## src/hw/rtl/sabu_pkg.sv

```systemverilog
// ----------------------------------------------------------------------------
// sabu_pkg: shared types and constants of the scalar ALU and branch unit
// Operation codes, decoded micro-op fields and the queue entry layout.
// ----------------------------------------------------------------------------
package sabu_pkg;

  // Default depth of the decode-to-execute queue (range: 2 and up)
  localparam int unsigned QUEUE_DEPTH = 2;

  // Upper address bits kept by J and JAL
  localparam logic [31:0] SEGMENT_MASK = 32'hF000_0000;

  typedef enum logic [5:0] {
    CMD_ADDIU  = 6'd0,
    CMD_ADDU   = 6'd1,
    CMD_AND    = 6'd2,
    CMD_ANDI   = 6'd3,
    CMD_BEQ    = 6'd4,
    CMD_BGEZ   = 6'd5,
    CMD_BGEZAL = 6'd6,
    CMD_BGTZ   = 6'd7,
    CMD_BLEZ   = 6'd8,
    CMD_BLTZ   = 6'd9,
    CMD_BLTZAL = 6'd10,
    CMD_BNE    = 6'd11,
    CMD_BREAK  = 6'd12,
    CMD_J      = 6'd13,
    CMD_JAL    = 6'd14,
    CMD_JALR   = 6'd15,
    CMD_JR     = 6'd16,
    CMD_LUI    = 6'd17,
    CMD_NOR    = 6'd18,
    CMD_OR     = 6'd19,
    CMD_ORI    = 6'd20,
    CMD_SLL    = 6'd21,
    CMD_SLLV   = 6'd22,
    CMD_SLT    = 6'd23,
    CMD_SLTI   = 6'd24,
    CMD_SLTIU  = 6'd25,
    CMD_SLTU   = 6'd26,
    CMD_SRA    = 6'd27,
    CMD_SRAV   = 6'd28,
    CMD_SRL    = 6'd29,
    CMD_SRLV   = 6'd30,
    CMD_SUBU   = 6'd31,
    CMD_XOR    = 6'd32,
    CMD_XORI   = 6'd33
  } cmd_e;

  typedef enum logic [3:0] {
    ALU_NONE,
    ALU_ADD,
    ALU_SUB,
    ALU_AND,
    ALU_OR,
    ALU_XOR,
    ALU_NOR,
    ALU_SLT,
    ALU_SLTU,
    ALU_SLL,
    ALU_SRL,
    ALU_SRA,
    ALU_LUI,
    ALU_LINK
  } alu_op_e;

  typedef enum logic [1:0] {
    B_RT,
    B_SIMM,
    B_ZIMM
  } b_sel_e;

  typedef enum logic {
    SH_SA,
    SH_RS
  } sh_sel_e;

  typedef enum logic [3:0] {
    BR_NONE,
    BR_EQ,
    BR_NE,
    BR_GEZ,
    BR_GTZ,
    BR_LEZ,
    BR_LTZ,
    BR_JUMP,
    BR_REG
  } br_kind_e;

  typedef enum logic [1:0] {
    WT_NONE = 2'd0,
    WT_RD   = 2'd1,
    WT_RT   = 2'd2,
    WT_RA   = 2'd3
  } wt_e;

  // One decoded instruction with its operands, as held in the queue
  typedef struct packed {
    alu_op_e            alu_op;
    b_sel_e             b_sel;
    sh_sel_e            sh_sel;
    br_kind_e           br_kind;
    wt_e                wt;
    logic               halt;
    logic [31:0]        rs;
    logic [31:0]        rt;
    logic signed [15:0] imm;
    logic [4:0]         sa;
    logic [25:0]        jidx;
    logic [31:0]        pc;
  } uop_t;

endpackage

```

## src/hw/rtl/sabu_if.sv

```systemverilog
// ----------------------------------------------------------------------------
// sabu_if: channel interfaces of the scalar ALU and branch unit
// Instruction, result and configuration channels with valid/ready handshake.
// ----------------------------------------------------------------------------
interface sabu_item_if;
  logic               valid;
  logic               ready;
  logic [5:0]         command;
  logic [31:0]        rs_value;
  logic [31:0]        rt_value;
  logic signed [15:0] immediate;
  logic [4:0]         shift_amount;
  logic [25:0]        jump_index;
  logic [31:0]        program_counter;

  modport source (output valid, command, rs_value, rt_value, immediate,
                  shift_amount, jump_index, program_counter, input ready);
  modport sink (input valid, command, rs_value, rt_value, immediate,
                shift_amount, jump_index, program_counter, output ready);
endinterface

interface sabu_result_if;
  logic        valid;
  logic        ready;
  logic [31:0] result;
  logic [1:0]  write_target;
  logic        branch_taken;
  logic [31:0] branch_target;
  logic        halt;
  logic        irq_raise;

  modport source (output valid, result, write_target, branch_taken,
                  branch_target, halt, irq_raise, input ready);
  modport sink (input valid, result, write_target, branch_taken,
                branch_target, halt, irq_raise, output ready);
endinterface

interface sabu_cfg_if;
  logic valid;
  logic ready;
  logic interrupt_on_break;

  modport source (output valid, interrupt_on_break, input ready);
  modport sink (input valid, interrupt_on_break, output ready);
endinterface

```

## src/hw/rtl/scalar_alu_branch_unit.sv

```systemverilog
// ----------------------------------------------------------------------------
// scalar_alu_branch_unit: scalar integer ALU and branch unit
// Decoupled decode / execute pipeline for one 32-bit scalar instruction a beat.
// ----------------------------------------------------------------------------
// Usage:
//   item_i   carries one instruction a beat: command, rs_value, rt_value,
//            immediate, shift_amount, jump_index and program_counter.
//   result_o returns exactly one beat per instruction, in order: write-back
//            value, write slot, branch decision and target, halt and irq.
//   cfg_i    writes the interrupt_on_break bit; it is always ready, and the user
//            must write it only while the unit is idle, a rule left to the user.
// Timing: decode pushes into a QueueDepth-entry queue at the accepting edge;
//   the execute stage runs on the queue head and loads the result register,
//   so each instruction passes the queue and then the result register.
//   Throughput is one instruction per cycle while result_o is ready, set by the
//   combinational ALU and branch adder in the execute stage.
// Stall: while result_o is held off, the result register keeps its beat, the
//   queue fills, and item_i.ready drops once the queue is full; the next
//   instruction is still taken while a finished result waits.
// Reset: clears the queue, the result valid and interrupt_on_break.
// ----------------------------------------------------------------------------
module scalar_alu_branch_unit #(
  parameter int unsigned QueueDepth = sabu_pkg::QUEUE_DEPTH
) (
  input  logic          clk_i,
  input  logic          rst_ni,
  sabu_item_if.sink     item_i,
  sabu_result_if.source result_o,
  sabu_cfg_if.sink      cfg_i
);

  logic           irq_en_q;
  logic           push, full, pop, head_valid;
  sabu_pkg::uop_t push_uop, head_uop;

  // Configuration: single bit, taken on any valid beat
  assign cfg_i.ready = 1'b1;

  always_ff @(posedge clk_i or negedge rst_ni) begin
    if (!rst_ni) begin
      irq_en_q <= 1'b0;
    end else if (cfg_i.valid) begin
      irq_en_q <= cfg_i.interrupt_on_break;
    end
  end

  // Front: accept and decode
  sabu_front u_front (
    .item_i (item_i),
    .full_i (full),
    .push_o (push),
    .uop_o  (push_uop)
  );

  // Queue between decode and execute
  sabu_queue #(
    .Depth (QueueDepth)
  ) u_queue (
    .clk_i        (clk_i),
    .rst_ni       (rst_ni),
    .push_i       (push),
    .uop_i        (push_uop),
    .full_o       (full),
    .pop_i        (pop),
    .head_valid_o (head_valid),
    .head_o       (head_uop)
  );

  // Back: execute and hold the result beat
  sabu_back u_back (
    .clk_i        (clk_i),
    .rst_ni       (rst_ni),
    .head_valid_i (head_valid),
    .head_i       (head_uop),
    .pop_o        (pop),
    .irq_en_i     (irq_en_q),
    .result_o     (result_o)
  );

endmodule

```

## src/hw/rtl/sabu_front.sv

```systemverilog
// ----------------------------------------------------------------------------
// sabu_front: instruction intake and decode
// Accepts instruction beats and turns each into a micro-op for the queue.
// ----------------------------------------------------------------------------
module sabu_front (
  sabu_item_if.sink    item_i,
  input  logic         full_i,
  output logic         push_o,
  output sabu_pkg::uop_t uop_o
);

  sabu_pkg::uop_t uop;

  always_comb begin
    uop         = '0;
    uop.alu_op  = sabu_pkg::ALU_NONE;
    uop.b_sel   = sabu_pkg::B_RT;
    uop.sh_sel  = sabu_pkg::SH_SA;
    uop.br_kind = sabu_pkg::BR_NONE;
    uop.wt      = sabu_pkg::WT_NONE;
    uop.halt    = 1'b0;
    uop.rs      = item_i.rs_value;
    uop.rt      = item_i.rt_value;
    uop.imm     = item_i.immediate;
    uop.sa      = item_i.shift_amount;
    uop.jidx    = item_i.jump_index;
    uop.pc      = item_i.program_counter;
    unique case (sabu_pkg::cmd_e'(item_i.command))
      sabu_pkg::CMD_ADDIU: begin
        uop.alu_op = sabu_pkg::ALU_ADD;  uop.b_sel = sabu_pkg::B_SIMM;
        uop.wt = sabu_pkg::WT_RT;
      end
      sabu_pkg::CMD_ADDU: begin
        uop.alu_op = sabu_pkg::ALU_ADD;  uop.wt = sabu_pkg::WT_RD;
      end
      sabu_pkg::CMD_AND: begin
        uop.alu_op = sabu_pkg::ALU_AND;  uop.wt = sabu_pkg::WT_RD;
      end
      sabu_pkg::CMD_ANDI: begin
        uop.alu_op = sabu_pkg::ALU_AND;  uop.b_sel = sabu_pkg::B_ZIMM;
        uop.wt = sabu_pkg::WT_RT;
      end
      sabu_pkg::CMD_BEQ:  uop.br_kind = sabu_pkg::BR_EQ;
      sabu_pkg::CMD_BGEZ: uop.br_kind = sabu_pkg::BR_GEZ;
      sabu_pkg::CMD_BGEZAL: begin
        uop.alu_op = sabu_pkg::ALU_LINK; uop.wt = sabu_pkg::WT_RA;
        uop.br_kind = sabu_pkg::BR_GEZ;
      end
      sabu_pkg::CMD_BGTZ: uop.br_kind = sabu_pkg::BR_GTZ;
      sabu_pkg::CMD_BLEZ: uop.br_kind = sabu_pkg::BR_LEZ;
      sabu_pkg::CMD_BLTZ: uop.br_kind = sabu_pkg::BR_LTZ;
      sabu_pkg::CMD_BLTZAL: begin
        uop.alu_op = sabu_pkg::ALU_LINK; uop.wt = sabu_pkg::WT_RA;
        uop.br_kind = sabu_pkg::BR_LTZ;
      end
      sabu_pkg::CMD_BNE:   uop.br_kind = sabu_pkg::BR_NE;
      sabu_pkg::CMD_BREAK: uop.halt = 1'b1;
      sabu_pkg::CMD_J:     uop.br_kind = sabu_pkg::BR_JUMP;
      sabu_pkg::CMD_JAL: begin
        uop.alu_op = sabu_pkg::ALU_LINK; uop.wt = sabu_pkg::WT_RA;
        uop.br_kind = sabu_pkg::BR_JUMP;
      end
      sabu_pkg::CMD_JALR: begin
        uop.alu_op = sabu_pkg::ALU_LINK; uop.wt = sabu_pkg::WT_RD;
        uop.br_kind = sabu_pkg::BR_REG;
      end
      sabu_pkg::CMD_JR: uop.br_kind = sabu_pkg::BR_REG;
      sabu_pkg::CMD_LUI: begin
        uop.alu_op = sabu_pkg::ALU_LUI;  uop.wt = sabu_pkg::WT_RT;
      end
      sabu_pkg::CMD_NOR: begin
        uop.alu_op = sabu_pkg::ALU_NOR;  uop.wt = sabu_pkg::WT_RD;
      end
      sabu_pkg::CMD_OR: begin
        uop.alu_op = sabu_pkg::ALU_OR;   uop.wt = sabu_pkg::WT_RD;
      end
      sabu_pkg::CMD_ORI: begin
        uop.alu_op = sabu_pkg::ALU_OR;   uop.b_sel = sabu_pkg::B_ZIMM;
        uop.wt = sabu_pkg::WT_RT;
      end
      sabu_pkg::CMD_SLL: begin
        uop.alu_op = sabu_pkg::ALU_SLL;  uop.wt = sabu_pkg::WT_RD;
      end
      sabu_pkg::CMD_SLLV: begin
        uop.alu_op = sabu_pkg::ALU_SLL;  uop.sh_sel = sabu_pkg::SH_RS;
        uop.wt = sabu_pkg::WT_RD;
      end
      sabu_pkg::CMD_SLT: begin
        uop.alu_op = sabu_pkg::ALU_SLT;  uop.wt = sabu_pkg::WT_RD;
      end
      sabu_pkg::CMD_SLTI: begin
        uop.alu_op = sabu_pkg::ALU_SLT;  uop.b_sel = sabu_pkg::B_SIMM;
        uop.wt = sabu_pkg::WT_RT;
      end
      sabu_pkg::CMD_SLTIU: begin
        uop.alu_op = sabu_pkg::ALU_SLTU; uop.b_sel = sabu_pkg::B_SIMM;
        uop.wt = sabu_pkg::WT_RT;
      end
      sabu_pkg::CMD_SLTU: begin
        uop.alu_op = sabu_pkg::ALU_SLTU; uop.wt = sabu_pkg::WT_RD;
      end
      sabu_pkg::CMD_SRA: begin
        uop.alu_op = sabu_pkg::ALU_SRA;  uop.wt = sabu_pkg::WT_RD;
      end
      sabu_pkg::CMD_SRAV: begin
        uop.alu_op = sabu_pkg::ALU_SRA;  uop.sh_sel = sabu_pkg::SH_RS;
        uop.wt = sabu_pkg::WT_RD;
      end
      sabu_pkg::CMD_SRL: begin
        uop.alu_op = sabu_pkg::ALU_SRL;  uop.wt = sabu_pkg::WT_RD;
      end
      sabu_pkg::CMD_SRLV: begin
        uop.alu_op = sabu_pkg::ALU_SRL;  uop.sh_sel = sabu_pkg::SH_RS;
        uop.wt = sabu_pkg::WT_RD;
      end
      sabu_pkg::CMD_SUBU: begin
        uop.alu_op = sabu_pkg::ALU_SUB;  uop.wt = sabu_pkg::WT_RD;
      end
      sabu_pkg::CMD_XOR: begin
        uop.alu_op = sabu_pkg::ALU_XOR;  uop.wt = sabu_pkg::WT_RD;
      end
      sabu_pkg::CMD_XORI: begin
        uop.alu_op = sabu_pkg::ALU_XOR;  uop.b_sel = sabu_pkg::B_ZIMM;
        uop.wt = sabu_pkg::WT_RT;
      end
      // undefined codes pass as a no-op whose result beat is all zero
      default: uop.alu_op = sabu_pkg::ALU_NONE;
    endcase
  end

  assign item_i.ready = !full_i;
  assign push_o       = item_i.valid && !full_i;
  assign uop_o        = uop;

endmodule

```

## src/hw/rtl/sabu_queue.sv

```systemverilog
// ----------------------------------------------------------------------------
// sabu_queue: decoded micro-op queue
// Small circular buffer that decouples decode from execute.
// ----------------------------------------------------------------------------
module sabu_queue #(
  parameter int unsigned Depth = sabu_pkg::QUEUE_DEPTH
) (
  input  logic           clk_i,
  input  logic           rst_ni,
  input  logic           push_i,
  input  sabu_pkg::uop_t uop_i,
  output logic           full_o,
  input  logic           pop_i,
  output logic           head_valid_o,
  output sabu_pkg::uop_t head_o
);

  localparam int unsigned PtrW = $clog2(Depth);
  localparam int unsigned CntW = $clog2(Depth + 1);

  sabu_pkg::uop_t        entry_q [Depth];
  logic [PtrW-1:0]       wr_ptr_q, wr_ptr_d;
  logic [PtrW-1:0]       rd_ptr_q, rd_ptr_d;
  logic [CntW-1:0]       count_q, count_d;

  assign full_o       = (count_q == CntW'(Depth));
  assign head_valid_o = (count_q != '0);
  assign head_o       = entry_q[rd_ptr_q];

  always_comb begin
    wr_ptr_d = wr_ptr_q;
    rd_ptr_d = rd_ptr_q;
    count_d  = count_q;
    if (push_i) begin
      wr_ptr_d = (wr_ptr_q == PtrW'(Depth - 1)) ? '0 : wr_ptr_q + PtrW'(1);
    end
    if (pop_i) begin
      rd_ptr_d = (rd_ptr_q == PtrW'(Depth - 1)) ? '0 : rd_ptr_q + PtrW'(1);
    end
    if (push_i && !pop_i) begin
      count_d = count_q + CntW'(1);
    end else if (pop_i && !push_i) begin
      count_d = count_q - CntW'(1);
    end
  end

  always_ff @(posedge clk_i or negedge rst_ni) begin
    if (!rst_ni) begin
      wr_ptr_q <= '0;
      rd_ptr_q <= '0;
      count_q  <= '0;
    end else begin
      wr_ptr_q <= wr_ptr_d;
      rd_ptr_q <= rd_ptr_d;
      count_q  <= count_d;
    end
  end

  always_ff @(posedge clk_i) begin
    if (push_i) begin
      entry_q[wr_ptr_q] <= uop_i;
    end
  end

  a_no_overflow: assert property (@(posedge clk_i) disable iff (!rst_ni)
    count_q <= CntW'(Depth))
    else $error("queue count beyond depth");

  a_no_pop_empty: assert property (@(posedge clk_i) disable iff (!rst_ni)
    pop_i |-> count_q != '0)
    else $error("pop from empty queue");

  a_ptr_count: assert property (@(posedge clk_i) disable iff (!rst_ni)
    (count_q == '0) |-> (wr_ptr_q == rd_ptr_q))
    else $error("empty queue with unequal pointers");

endmodule

```

## src/hw/rtl/sabu_back.sv

```systemverilog
// ----------------------------------------------------------------------------
// sabu_back: execute stage and result register
// Runs the ALU and branch logic on the queue head and holds the result beat.
// ----------------------------------------------------------------------------
module sabu_back (
  input  logic           clk_i,
  input  logic           rst_ni,
  input  logic           head_valid_i,
  input  sabu_pkg::uop_t head_i,
  output logic           pop_o,
  input  logic           irq_en_i,
  sabu_result_if.source  result_o
);

  sabu_pkg::uop_t u;
  logic [31:0] simm, zimm, opb, pc4, link, btarget, jtarget, tgt, res;
  logic [4:0]  sh;
  logic        taken, neg, zero;

  logic        out_valid_q;
  logic [31:0] result_q, target_q;
  logic [1:0]  wt_q;
  logic        taken_q, halt_q, irq_q;

  assign u    = head_i;
  assign simm = {{16{u.imm[15]}}, u.imm};
  assign zimm = {16'b0, u.imm};
  assign sh   = (u.sh_sel == sabu_pkg::SH_RS) ? u.rs[4:0] : u.sa;
  assign pc4  = u.pc + 32'd4;
  assign link = u.pc + 32'd8;
  assign btarget = pc4 + {simm[29:0], 2'b00};
  assign jtarget = (pc4 & sabu_pkg::SEGMENT_MASK) | {4'b0, u.jidx, 2'b00};
  assign neg  = u.rs[31];
  assign zero = (u.rs == '0);

  always_comb begin
    unique case (u.b_sel)
      sabu_pkg::B_SIMM: opb = simm;
      sabu_pkg::B_ZIMM: opb = zimm;
      default:          opb = u.rt;
    endcase
  end

  always_comb begin
    unique case (u.alu_op)
      sabu_pkg::ALU_ADD:  res = u.rs + opb;
      sabu_pkg::ALU_SUB:  res = u.rs - opb;
      sabu_pkg::ALU_AND:  res = u.rs & opb;
      sabu_pkg::ALU_OR:   res = u.rs | opb;
      sabu_pkg::ALU_XOR:  res = u.rs ^ opb;
      sabu_pkg::ALU_NOR:  res = ~(u.rs | opb);
      sabu_pkg::ALU_SLT:  res = {31'b0, $signed(u.rs) < $signed(opb)};
      sabu_pkg::ALU_SLTU: res = {31'b0, u.rs < opb};
      sabu_pkg::ALU_SLL:  res = u.rt << sh;
      sabu_pkg::ALU_SRL:  res = u.rt >> sh;
      sabu_pkg::ALU_SRA:  res = 32'($signed(u.rt) >>> sh);
      sabu_pkg::ALU_LUI:  res = {u.imm, 16'b0};
      sabu_pkg::ALU_LINK: res = link;
      default:            res = '0;
    endcase
  end

  always_comb begin
    taken = 1'b0;
    tgt   = btarget;
    unique case (u.br_kind)
      sabu_pkg::BR_EQ:   taken = (u.rs == u.rt);
      sabu_pkg::BR_NE:   taken = (u.rs != u.rt);
      sabu_pkg::BR_GEZ:  taken = !neg;
      sabu_pkg::BR_GTZ:  taken = !neg && !zero;
      sabu_pkg::BR_LEZ:  taken = neg || zero;
      sabu_pkg::BR_LTZ:  taken = neg;
      sabu_pkg::BR_JUMP: begin
        taken = 1'b1;
        tgt   = jtarget;
      end
      sabu_pkg::BR_REG: begin
        taken = 1'b1;
        tgt   = u.rs;
      end
      default:           taken = 1'b0;
    endcase
  end

  // advance when the result register is empty or being drained
  assign pop_o = head_valid_i && (!out_valid_q || result_o.ready);

  always_ff @(posedge clk_i or negedge rst_ni) begin
    if (!rst_ni) begin
      out_valid_q <= 1'b0;
    end else if (pop_o) begin
      out_valid_q <= 1'b1;
    end else if (result_o.ready) begin
      out_valid_q <= 1'b0;
    end
  end

  always_ff @(posedge clk_i) begin
    if (pop_o) begin
      result_q <= res;
      wt_q     <= u.wt;
      taken_q  <= taken;
      target_q <= taken ? tgt : '0;
      halt_q   <= u.halt;
      irq_q    <= u.halt && irq_en_i;
    end
  end

  assign result_o.valid         = out_valid_q;
  assign result_o.result        = result_q;
  assign result_o.write_target  = wt_q;
  assign result_o.branch_taken  = taken_q;
  assign result_o.branch_target = target_q;
  assign result_o.halt          = halt_q;
  assign result_o.irq_raise     = irq_q;

  a_nowrite_zero: assert property (@(posedge clk_i) disable iff (!rst_ni)
    (out_valid_q && wt_q == sabu_pkg::WT_NONE) |-> result_q == '0)
    else $error("nonzero result without write target");

  a_target_zero: assert property (@(posedge clk_i) disable iff (!rst_ni)
    (out_valid_q && !taken_q) |-> target_q == '0)
    else $error("branch target set on untaken branch");

  a_irq_halt: assert property (@(posedge clk_i) disable iff (!rst_ni)
    (out_valid_q && irq_q) |-> (halt_q && !taken_q))
    else $error("interrupt without halt");

endmodule
```

## src/flat_wrapper.sv

```systemverilog
// flat-port wrapper written by rule: the top's interface ports become plain ports
module scalar_alu_branch_unit_flat 
#(
  parameter int unsigned QueueDepth = sabu_pkg::QUEUE_DEPTH
)
  (clk_i, rst_ni, item_i_valid, item_i_command, item_i_rs_value, item_i_rt_value, item_i_immediate, item_i_shift_amount, item_i_jump_index, item_i_program_counter, item_i_ready, result_o_valid, result_o_result, result_o_write_target, result_o_branch_taken, result_o_branch_target, result_o_halt, result_o_irq_raise, result_o_ready, cfg_i_valid, cfg_i_interrupt_on_break, cfg_i_ready);
  sabu_item_if item_i_i ();
  sabu_result_if result_o_i ();
  sabu_cfg_if cfg_i_i ();
  input  logic clk_i;
  input  logic rst_ni;
  input wire logic [$bits(item_i_i.valid)-1:0] item_i_valid;
  input wire logic [$bits(item_i_i.command)-1:0] item_i_command;
  input wire logic [$bits(item_i_i.rs_value)-1:0] item_i_rs_value;
  input wire logic [$bits(item_i_i.rt_value)-1:0] item_i_rt_value;
  input wire logic [$bits(item_i_i.immediate)-1:0] item_i_immediate;
  input wire logic [$bits(item_i_i.shift_amount)-1:0] item_i_shift_amount;
  input wire logic [$bits(item_i_i.jump_index)-1:0] item_i_jump_index;
  input wire logic [$bits(item_i_i.program_counter)-1:0] item_i_program_counter;
  output wire logic [$bits(item_i_i.ready)-1:0] item_i_ready;
  output wire logic [$bits(result_o_i.valid)-1:0] result_o_valid;
  output wire logic [$bits(result_o_i.result)-1:0] result_o_result;
  output wire logic [$bits(result_o_i.write_target)-1:0] result_o_write_target;
  output wire logic [$bits(result_o_i.branch_taken)-1:0] result_o_branch_taken;
  output wire logic [$bits(result_o_i.branch_target)-1:0] result_o_branch_target;
  output wire logic [$bits(result_o_i.halt)-1:0] result_o_halt;
  output wire logic [$bits(result_o_i.irq_raise)-1:0] result_o_irq_raise;
  input wire logic [$bits(result_o_i.ready)-1:0] result_o_ready;
  input wire logic [$bits(cfg_i_i.valid)-1:0] cfg_i_valid;
  input wire logic [$bits(cfg_i_i.interrupt_on_break)-1:0] cfg_i_interrupt_on_break;
  output wire logic [$bits(cfg_i_i.ready)-1:0] cfg_i_ready;
  assign item_i_i.valid = item_i_valid;
  assign item_i_i.command = item_i_command;
  assign item_i_i.rs_value = item_i_rs_value;
  assign item_i_i.rt_value = item_i_rt_value;
  assign item_i_i.immediate = item_i_immediate;
  assign item_i_i.shift_amount = item_i_shift_amount;
  assign item_i_i.jump_index = item_i_jump_index;
  assign item_i_i.program_counter = item_i_program_counter;
  assign item_i_ready = item_i_i.ready;
  assign result_o_valid = result_o_i.valid;
  assign result_o_result = result_o_i.result;
  assign result_o_write_target = result_o_i.write_target;
  assign result_o_branch_taken = result_o_i.branch_taken;
  assign result_o_branch_target = result_o_i.branch_target;
  assign result_o_halt = result_o_i.halt;
  assign result_o_irq_raise = result_o_i.irq_raise;
  assign result_o_i.ready = result_o_ready;
  assign cfg_i_i.valid = cfg_i_valid;
  assign cfg_i_i.interrupt_on_break = cfg_i_interrupt_on_break;
  assign cfg_i_ready = cfg_i_i.ready;
  scalar_alu_branch_unit #(.QueueDepth(QueueDepth)) u_core (.clk_i(clk_i), .rst_ni(rst_ni), .item_i(item_i_i), .result_o(result_o_i), .cfg_i(cfg_i_i));
endmodule
```

## config.mk

```make
export PLATFORM = sky130hd
export DESIGN_NAME = scalar_alu_branch_unit_flat
export DESIGN_NICKNAME = d
export VERILOG_FILES = /design/src/hw/rtl/sabu_pkg.sv /design/src/hw/rtl/sabu_if.sv /design/src/hw/rtl/scalar_alu_branch_unit.sv /design/src/hw/rtl/sabu_front.sv /design/src/hw/rtl/sabu_queue.sv /design/src/hw/rtl/sabu_back.sv /design/src/flat_wrapper.sv
export SDC_FILE = /design/constraint.sdc
export NUM_CORES = 1
export LEC_CHECK = 0
export BUFFER_PORTS_ARGS = -buffer_cell sky130_fd_sc_hd__buf_2
export CAP_MARGIN = 20
export CORE_MARGIN = 2
export CORE_UTILIZATION = 50
export CTS_CLUSTER_DIAMETER = 100
export DETAILED_ROUTE_END_ITERATION = 6
export PLACE_DENSITY = 0.68
export SLEW_MARGIN = 20
export SYNTH_ARGS = -nofsm -noshare
export SYNTH_HDL_FRONTEND = slang
export SYNTH_SLANG_ARGS = --single-unit
```

## constraint.sdc

```tcl
create_clock -name clk_i -period 20.8 [get_ports clk_i]
set_input_delay 1.04 -clock clk_i [delete_from_list [all_inputs] [get_ports clk_i]]
set_output_delay 1.04 -clock clk_i [all_outputs]
set_load 0.05 [all_outputs]
```

=== Word-level counts from Yosys, hierarchy flattened ===
Memory sizes are Yosys's and may differ from the RTL's.
Index checks and enable logic that the tools add are counted.

* Flip-flop bits (word level): 75
* Bits in writable memories: 314
* Bits of input ports: 155
* Output and inout bits: 72
* Word-level logic and storage cells: 149
* Memories kept: 1

* Add/sub/neg operators: 9
* Order comparisons: 2
* Equal/unequal tests: 59
* Shifts and indexed selects: 3
* Mux-type cells: 19
* Bitwise operators: 5
* Reductions and logical operators: 40

{| class="wikitable"
|+ Memories
! memory !! depth !! width !! read ports !! clocked after Yosys merged registers in !! write ports !! line !! text
|-
| u_core.u_queue.entry_q || 2 || 157 || 1 || 0 || 1 || sabu_queue.sv:21 || <nowiki>sabu_pkg::uop_t entry_q [Depth];</nowiki>
|}

{| class="wikitable"
|+ Operators with widths
! cell !! count
|-
| 32-bit case mux with 13 select lines || 1
|-
| 32-bit case mux with 2 select lines || 2
|-
| 6-bit by 5-bit equality test with 1-bit output (second input constant) || 16
|-
| 32-bit adder || 2
|-
| 32-bit < comparator || 2
|-
| 4-bit case mux with 13 select lines || 1
|-
| 6-bit by 4-bit equality test with 1-bit output (second input constant) || 8
|-
| 32-bit by 3-bit adder with 32-bit output (second input constant) || 1
|-
| 32-bit by 4-bit adder with 32-bit output (second input constant) || 1
|-
| 32-bit AND || 1
|-
| 32-bit equality test || 1
|-
| 4-bit by 3-bit equality test with 1-bit output (second input constant) || 8
|-
| 32-bit zero test || 1
|-
| 32-bit != test || 1
|-
| 32-bit inverter || 1
|-
| 32-bit by 28-bit OR with 32-bit output || 1
|-
| 32-bit OR || 1
|-
| 4-bit case mux with 8 select lines || 1
|-
| 32-bit by 5-bit left shift with 32-bit output || 1
|-
| 32-bit by 5-bit right shift with 32-bit output || 1
|-
| 32-bit by 5-bit >>> shifter with 32-bit output || 1
|-
| 32-bit subtractor || 1
|-
| 32-bit XOR || 1
|-
| 4-bit equality test (second input constant) || 7
|-
| other kinds (27) || 75
|}

=== Depth between registers and ports, before layout ===
* Depth after elaboration: 7
* Depth in mapped cells: 28
* Mapped depth without buffers: 20

=== Cells and area by module ===
Synthesis repeated with hierarchy kept, for this count alone.

* Cells, all modules: 2824
* Area total of the unflattened synthesis: 28626.2 um^2

{| class="wikitable"
|+ By module, submodules not included
! module !! instances !! cells an instance !! area each (um^2) !! seq. area each (um^2)
|-
| sabu_back || 1 || 2079 || 14954.3 || 2097.0
|-
| sabu_queue || 1 || 505 || 11952.7 || 9529.1
|-
| sabu_front || 1 || 236 || 1667.8 || 0.0
|-
| scalar_alu_branch_unit || 1 || 4 || 51.3 || 25.0
|}

=== Worst setup path after synthesis ===
Ideal clock, no wire load.

* Path kind: input-to-reg
* Start: in item_i_valid
* End: mem u_core.u_queue.entry_q[0][0] (netlist bit), enable pin
* Library setup time: 677 ps
* Data arrival time: 7670 ps
* Required time: 20123 ps
* Path slack: 12454 ps
* Stages on the path: 2
* Buffers on the path: 0
* Cell sequence: nand2_1 > nor2_1

* Word-level cells in the longest chain between the ends: 3

{| class="wikitable"
|+ RTL lines
! what !! line !! text
|-
| from (decl) || flat_wrapper.sv:12 || <nowiki>input wire logic [$bits(item_i_i.valid)-1:0] item_i_valid;</nowiki>
|-
| 1-bit logical AND || sabu_front.sv:132 || <nowiki>assign push_o = item_i.valid && !full_i;</nowiki>
|-
| 1-bit two-way mux || sabu_queue.sv:60 || <nowiki>if (push_i) begin</nowiki>
|-
| 1-bit two-way mux (implied by the code) || sabu_queue.sv:61 || <nowiki>entry_q[wr_ptr_q] <= uop_i;</nowiki>
|-
| to (decl) || sabu_queue.sv:21 ||
|}

Every way passes these cells.

=== Worst setup path after layout ===
* Start: reg u_core.u_queue.rd_ptr_q
* End: reg u_core.u_back.result_q[28] (netlist: u_core.u_back.result_o.result[28]) (data pin)

* Word-level cells in the longest chain between the ends: 6
* Elaborated cells between the ends (all ways): 29
* Classes of those cells: add/sub (3); eq/ne (15); shift (3); mux (3); bitwise (4); memory (1)

{| class="wikitable"
|+ RTL lines
! what !! line !! text
|-
| from (decl) || sabu_queue.sv:23 || <nowiki>logic [PtrW-1:0] rd_ptr_q, rd_ptr_d;</nowiki>
|-
| from (signal assigned) || sabu_queue.sv:54 || <nowiki>rd_ptr_q <= rd_ptr_d;</nowiki>
|-
| memory 2 x 157 bit (*) || -- ||
|-
| parallel branches: the longest is 4 deep, another holds 32-bit subtractor || -- ||
|-
| 32-bit case mux with 13 select lines (*) || sabu_back.sv:45 || <nowiki>unique case (u.alu_op)</nowiki>
|-
| named net u_core.u_back.res[28] || sabu_back.sv:16 || <nowiki>logic [31:0] simm, zimm, opb, pc4, link, btarget, jtarget, tgt, res;</nowiki>
|-
| to (signal assigned) || sabu_back.sv:100 || <nowiki>result_q <= res;</nowiki>
|-
| to (decl) || sabu_back.sv:21 || <nowiki>logic [31:0] result_q, target_q;</nowiki>
|}

Mark *: on every way through the listed nets, which the timed path passes.
A chain may end at the register's enable or synchronous reset.

==> Flow_metrics.wiki <==
{| class="wikitable"
! Metric !! Value
|-
| Clock slew at reported path FFs || 60 ps
|-
| Sequential cell area fraction in the yosys report || approximately two fifths
|-
| Max-slew headroom at the worst pin || between 10 and 15%
|-
| Placeable core area || around 55,000 um^2
|-
| Share of synthesized area spent on multiplexers || between 10% and 20%
|-
| Count of buffers added by post-CTS timing repair for setup || 0
|-
| Number of nets in the final layout || 3,283
|-
| Slew Viols, Final || 0
|-
| Floorplan die width || ~240 um
|-
| Worst Hold Margin || around 270 ps
|-
| Wire length per cell || roughly 30 um
|-
| Cell at the root of the clock tree || sky130_fd_sc_hd__clkbuf_16
|-
| Top Family by Delay on Critical Path || compound AO/OA/AOI/OAI gates
|-
| TritonRoute pass-1 iters || 6
|-
| Net count after synthesis || 3,080
|-
| Critical path capture point type || flip-flop
|-
| Most used DFF post-synth || sky130_fd_sc_hd__edfxtp_1
|-
| Minimum clock period after layout || ~6400 ps
|-
| Sequence of cells on the critical path || mux2i_1, inv_1, ha_1, buf_4, inv_1, o21ai_0, o21ai_0, inv_1, fa_1, nor2b_1, o21ai_0, a211oi_1, o31ai_1, buf_4, a31oi_1, a211oi_1, or3_1, a31oi_1, a311o_1
|-
| Wire length of the first global-routing pass || 164,000 um
|-
| Share of layout cells above drive strength 1 || ~16%
|-
| Final setup TNS || 0 ps
|-
| Syn. warnings || 0
|-
| Post-Synth Simple-Gate Area || around an eighth
|-
| Top cell type by total area after synthesis || sky130_fd_sc_hd__edfxtp_1
|-
| Antenna violations before repair || 2
|-
| Routed wire length || roughly 120,000 um
|-
| Clock tree skew after final layout || ~21 ps
|-
| GRT overflow || 0
|-
| Maximum clock path buffer count || 3
|-
| Required time at the endpoint of the critical path || about 21,000 ps
|-
| Number of hold-slack violations in the final timing report || 0
|-
| Number of vias per cell after detailed routing || 6.69
|-
| Synth async-reset ratio || under 10%
|-
| TritonCTS Buffers || 43
|-
| Number of instances in the synthesized netlist || roughly 2,800
|-
| Die footprint || approximately 58,000 um^2
|-
| Total routing usage reported by global routing || 39.3%
|-
| Ports || approximately 230
|-
| Post-synthesis adder-cell area fraction || 6.57%
|-
| Cell area after synthesis || roughly 28,000 um^2
|-
| Endpoint arrival time on the critical path || around 6700 ps
|-
| Worst-Margin Slew || approximately 1300 ps
|-
| Number of antenna repair diodes || 0
|-
| Remaining DRCs || 0
|-
| Final RePlAce weighted congestion || a little over 1
|-
| Number of buffers and inverters on the critical path || 5
|-
| Total number of vias || 25,200
|-
| Reg2reg setup slack || between 10,000 and 15,000 ps
|-
| Reg-to-reg critical path startpoint || u_core.u_queue.rd_ptr_q
|-
| Hold-fix buffer count after cts || 0
|-
| Starting Density || roughly half
|-
| Endpoint of the lowest-slack register-to-register path || u_core.u_back.result_o.result[28]
|-
| Final cell area excluding filler cells || 31,400 um^2
|-
| Type of the worst setup path || flip-flop to flip-flop
|-
| Combinational family with the most area after synthesis || compound AO/OA/AOI/OAI gates
|-
| Worst-path cell with the longest stage delay || sky130_fd_sc_hd__dfrtp_4
|-
| Number of flops mapped to enable cells by yosys || around 380
|-
| Cell Area, Placed || ~30,000 um^2
|-
| TritonCTS clock tree || done
|-
| Kind of start point of the critical path || flip-flop
|-
| Rows || 86
|-
| Clock tree sinks || between 300 and 400
|-
| Synthesis-stage register bit count || around 390
|-
| Register-to-Register Path Depth || 19
|-
| Area fraction in compound gates after synthesis || between 10% and 20%
|-
| Largest stage delay, worst path || 820 ps
|-
| MaxCap Viol Count || 0
|-
| Half-perimeter wire length after detailed placement || 87,300 um
|-
| Worst hold-check path type || input pin to async pin
|-
| Top area cells in the synthesized netlist || sky130_fd_sc_hd__edfxtp_1, sky130_fd_sc_hd__mux2i_1, sky130_fd_sc_hd__ha_1, sky130_fd_sc_hd__a21oi_1, sky130_fd_sc_hd__nor2_1
|-
| Setup repair after global routing missed its margin || false
|-
| Clock latency on the worst-skew pair || just over 600 ps
|-
| Result of the run || completed
|-
| H-tree depth || 2
|-
| Maximum number of pins on one net before global-route repair || 122
|-
| Number of global-route vias before repair || 23,900
|-
| Leading cell type by number of instances after synthesis || sky130_fd_sc_hd__edfxtp_1
|-
| Fraction of synthesized cell area in xor and xnor cells || 4.07%
|-
| Count of buffers from port buffering || between 200 and 250
|-
| Detailed Route Iter0 Violations || 3,197
|-
| Distinct cells, synth || 98
|-
| Die Y-Extent || between 200 and 250 um
|-
| Syn-to-layout area delta || 12.4%
|-
| Routed Antenna Nets || 0
|-
| Mean instance size in the synthesized netlist || 10.1 um^2
|-
| Share of Yosys cell area claimed by the top area cell type || 41.1%
|-
| Total of endpoints with negative setup slack in the final report || 0
|-
| Biggest fanout along the worst timing path || 43
|-
| Fmax || around 160 MHz
|-
| Final worst path period share || 30.7%
|-
| Count of instances resized after the clock tree is built || 0
|-
| Synth top cells by count || sky130_fd_sc_hd__edfxtp_1, sky130_fd_sc_hd__mux2i_1, sky130_fd_sc_hd__nor2_1
|}
## placed cells by master (no fill, tap or decap), types with 37 or more instances in the layout
cell / count
sky130_fd_sc_hd__edfxtp_1: 383
sky130_fd_sc_hd__nor2_1: 228
sky130_fd_sc_hd__nand2_1: 219
sky130_fd_sc_hd__inv_1: 114
sky130_fd_sc_hd__xnor2_1: 92
sky130_fd_sc_hd__a211oi_1: 41
sky130_fd_sc_hd__mux2i_1: 255
sky130_fd_sc_hd__a21oi_1: 215
sky130_fd_sc_hd__nor3_1: 43
sky130_fd_sc_hd__buf_4: 86
sky130_fd_sc_hd__nand3_1: 56
sky130_fd_sc_hd__clkbuf_16: 43
sky130_fd_sc_hd__buf_2: 225
sky130_fd_sc_hd__o21ai_0: 123
sky130_fd_sc_hd__xor2_1: 38
sky130_fd_sc_hd__mux2_2: 56
sky130_fd_sc_hd__ha_1: 142
sky130_fd_sc_hd__o211ai_1: 37
sky130_fd_sc_hd__o22ai_1: 59
## logic make-up after synthesis
family / after synthesis
buffers and inverters: 273
other: 1
multiplexers: 327
adder cells (fa/ha/maj): 145
XOR/XNOR: 130
AO/OA/AOI/OAI: 779
AND/OR/NAND/NOR: 736
flip-flops: 389
## worst max-delay path by stage
stage,to,from,depth (start not counted),slack (ps)
floorplan,u_core.u_queue.entry_q[0][0],item_i_valid,2,12450
global placement,u_core.u_back.result_o.result[28],u_core.u_queue.rd_ptr_q,19,14590
detailed placement,u_core.u_back.result_o.result[28],u_core.u_queue.rd_ptr_q,19,14500
CTS,u_core.u_back.result_o.result[28],u_core.u_queue.rd_ptr_q,19,14480
global route,u_core.u_back.result_o.result[28],u_core.u_queue.rd_ptr_q,19,14120
finish,u_core.u_back.result_o.result[28],u_core.u_queue.rd_ptr_q,19,14410
## sequential cells by signal, indices dropped and copies added, names as in the netlist, 2 cells and up
register	count
u_core.u_back.result_o.result	32
u_core.u_back.result_o.branch_target	32
u_core.u_back.result_o.write_target	2
u_core.u_queue.entry_q	314
u_core.u_queue.count_q	2
## metrics by stage
step                std cells  utilization, %  setup WS, ps
global route             3763            56.9         14120
finish                   3763            56.9         14410
detailed placement       3686            54.4         14500
floorplan                2780               -         12450
global placement         3686            54.4         14590
CTS                      3763            56.9         14480
## area by class of cell
class                      count  area, um^2
timing repair buffer         312        1790
multi-input combinational   2118       15200
clock inverter                20         214
sequential                   389       11700
inverter                     119         447
fill                        4822       23800
clock buffer                  57        1160
tap                          748         936
## worst register-to-register path: stages (launching register included)
cell and delay (ps):
sky130_fd_sc_hd__dfrtp_4 820, sky130_fd_sc_hd__mux2i_1 340, sky130_fd_sc_hd__inv_1 70, sky130_fd_sc_hd__ha_1 290, sky130_fd_sc_hd__buf_4 230, sky130_fd_sc_hd__inv_1 210
sky130_fd_sc_hd__o21ai_0 220, sky130_fd_sc_hd__o21ai_0 450, sky130_fd_sc_hd__inv_1 180, sky130_fd_sc_hd__fa_1 480, sky130_fd_sc_hd__nor2b_1 170, sky130_fd_sc_hd__o21ai_0 330
sky130_fd_sc_hd__a211oi_1 200, sky130_fd_sc_hd__o31ai_1 280, sky130_fd_sc_hd__buf_4 170, sky130_fd_sc_hd__a31oi_1 300, sky130_fd_sc_hd__a211oi_1 780, sky130_fd_sc_hd__or3_1 210
sky130_fd_sc_hd__a31oi_1 80, sky130_fd_sc_hd__a311o_1 290
## metal layers
layer  vias up  track usage, %  wire (um)
met5         -               0         23
met1     12300            51.4      45800
met3       327            8.89      11400
li1      11000               -          -
met4         4            23.9       8140
met2      1504            59.3      50000
Power is not shown: default switching activity piles up to over one toggle a cycle in this logic, so the estimate is an artifact.
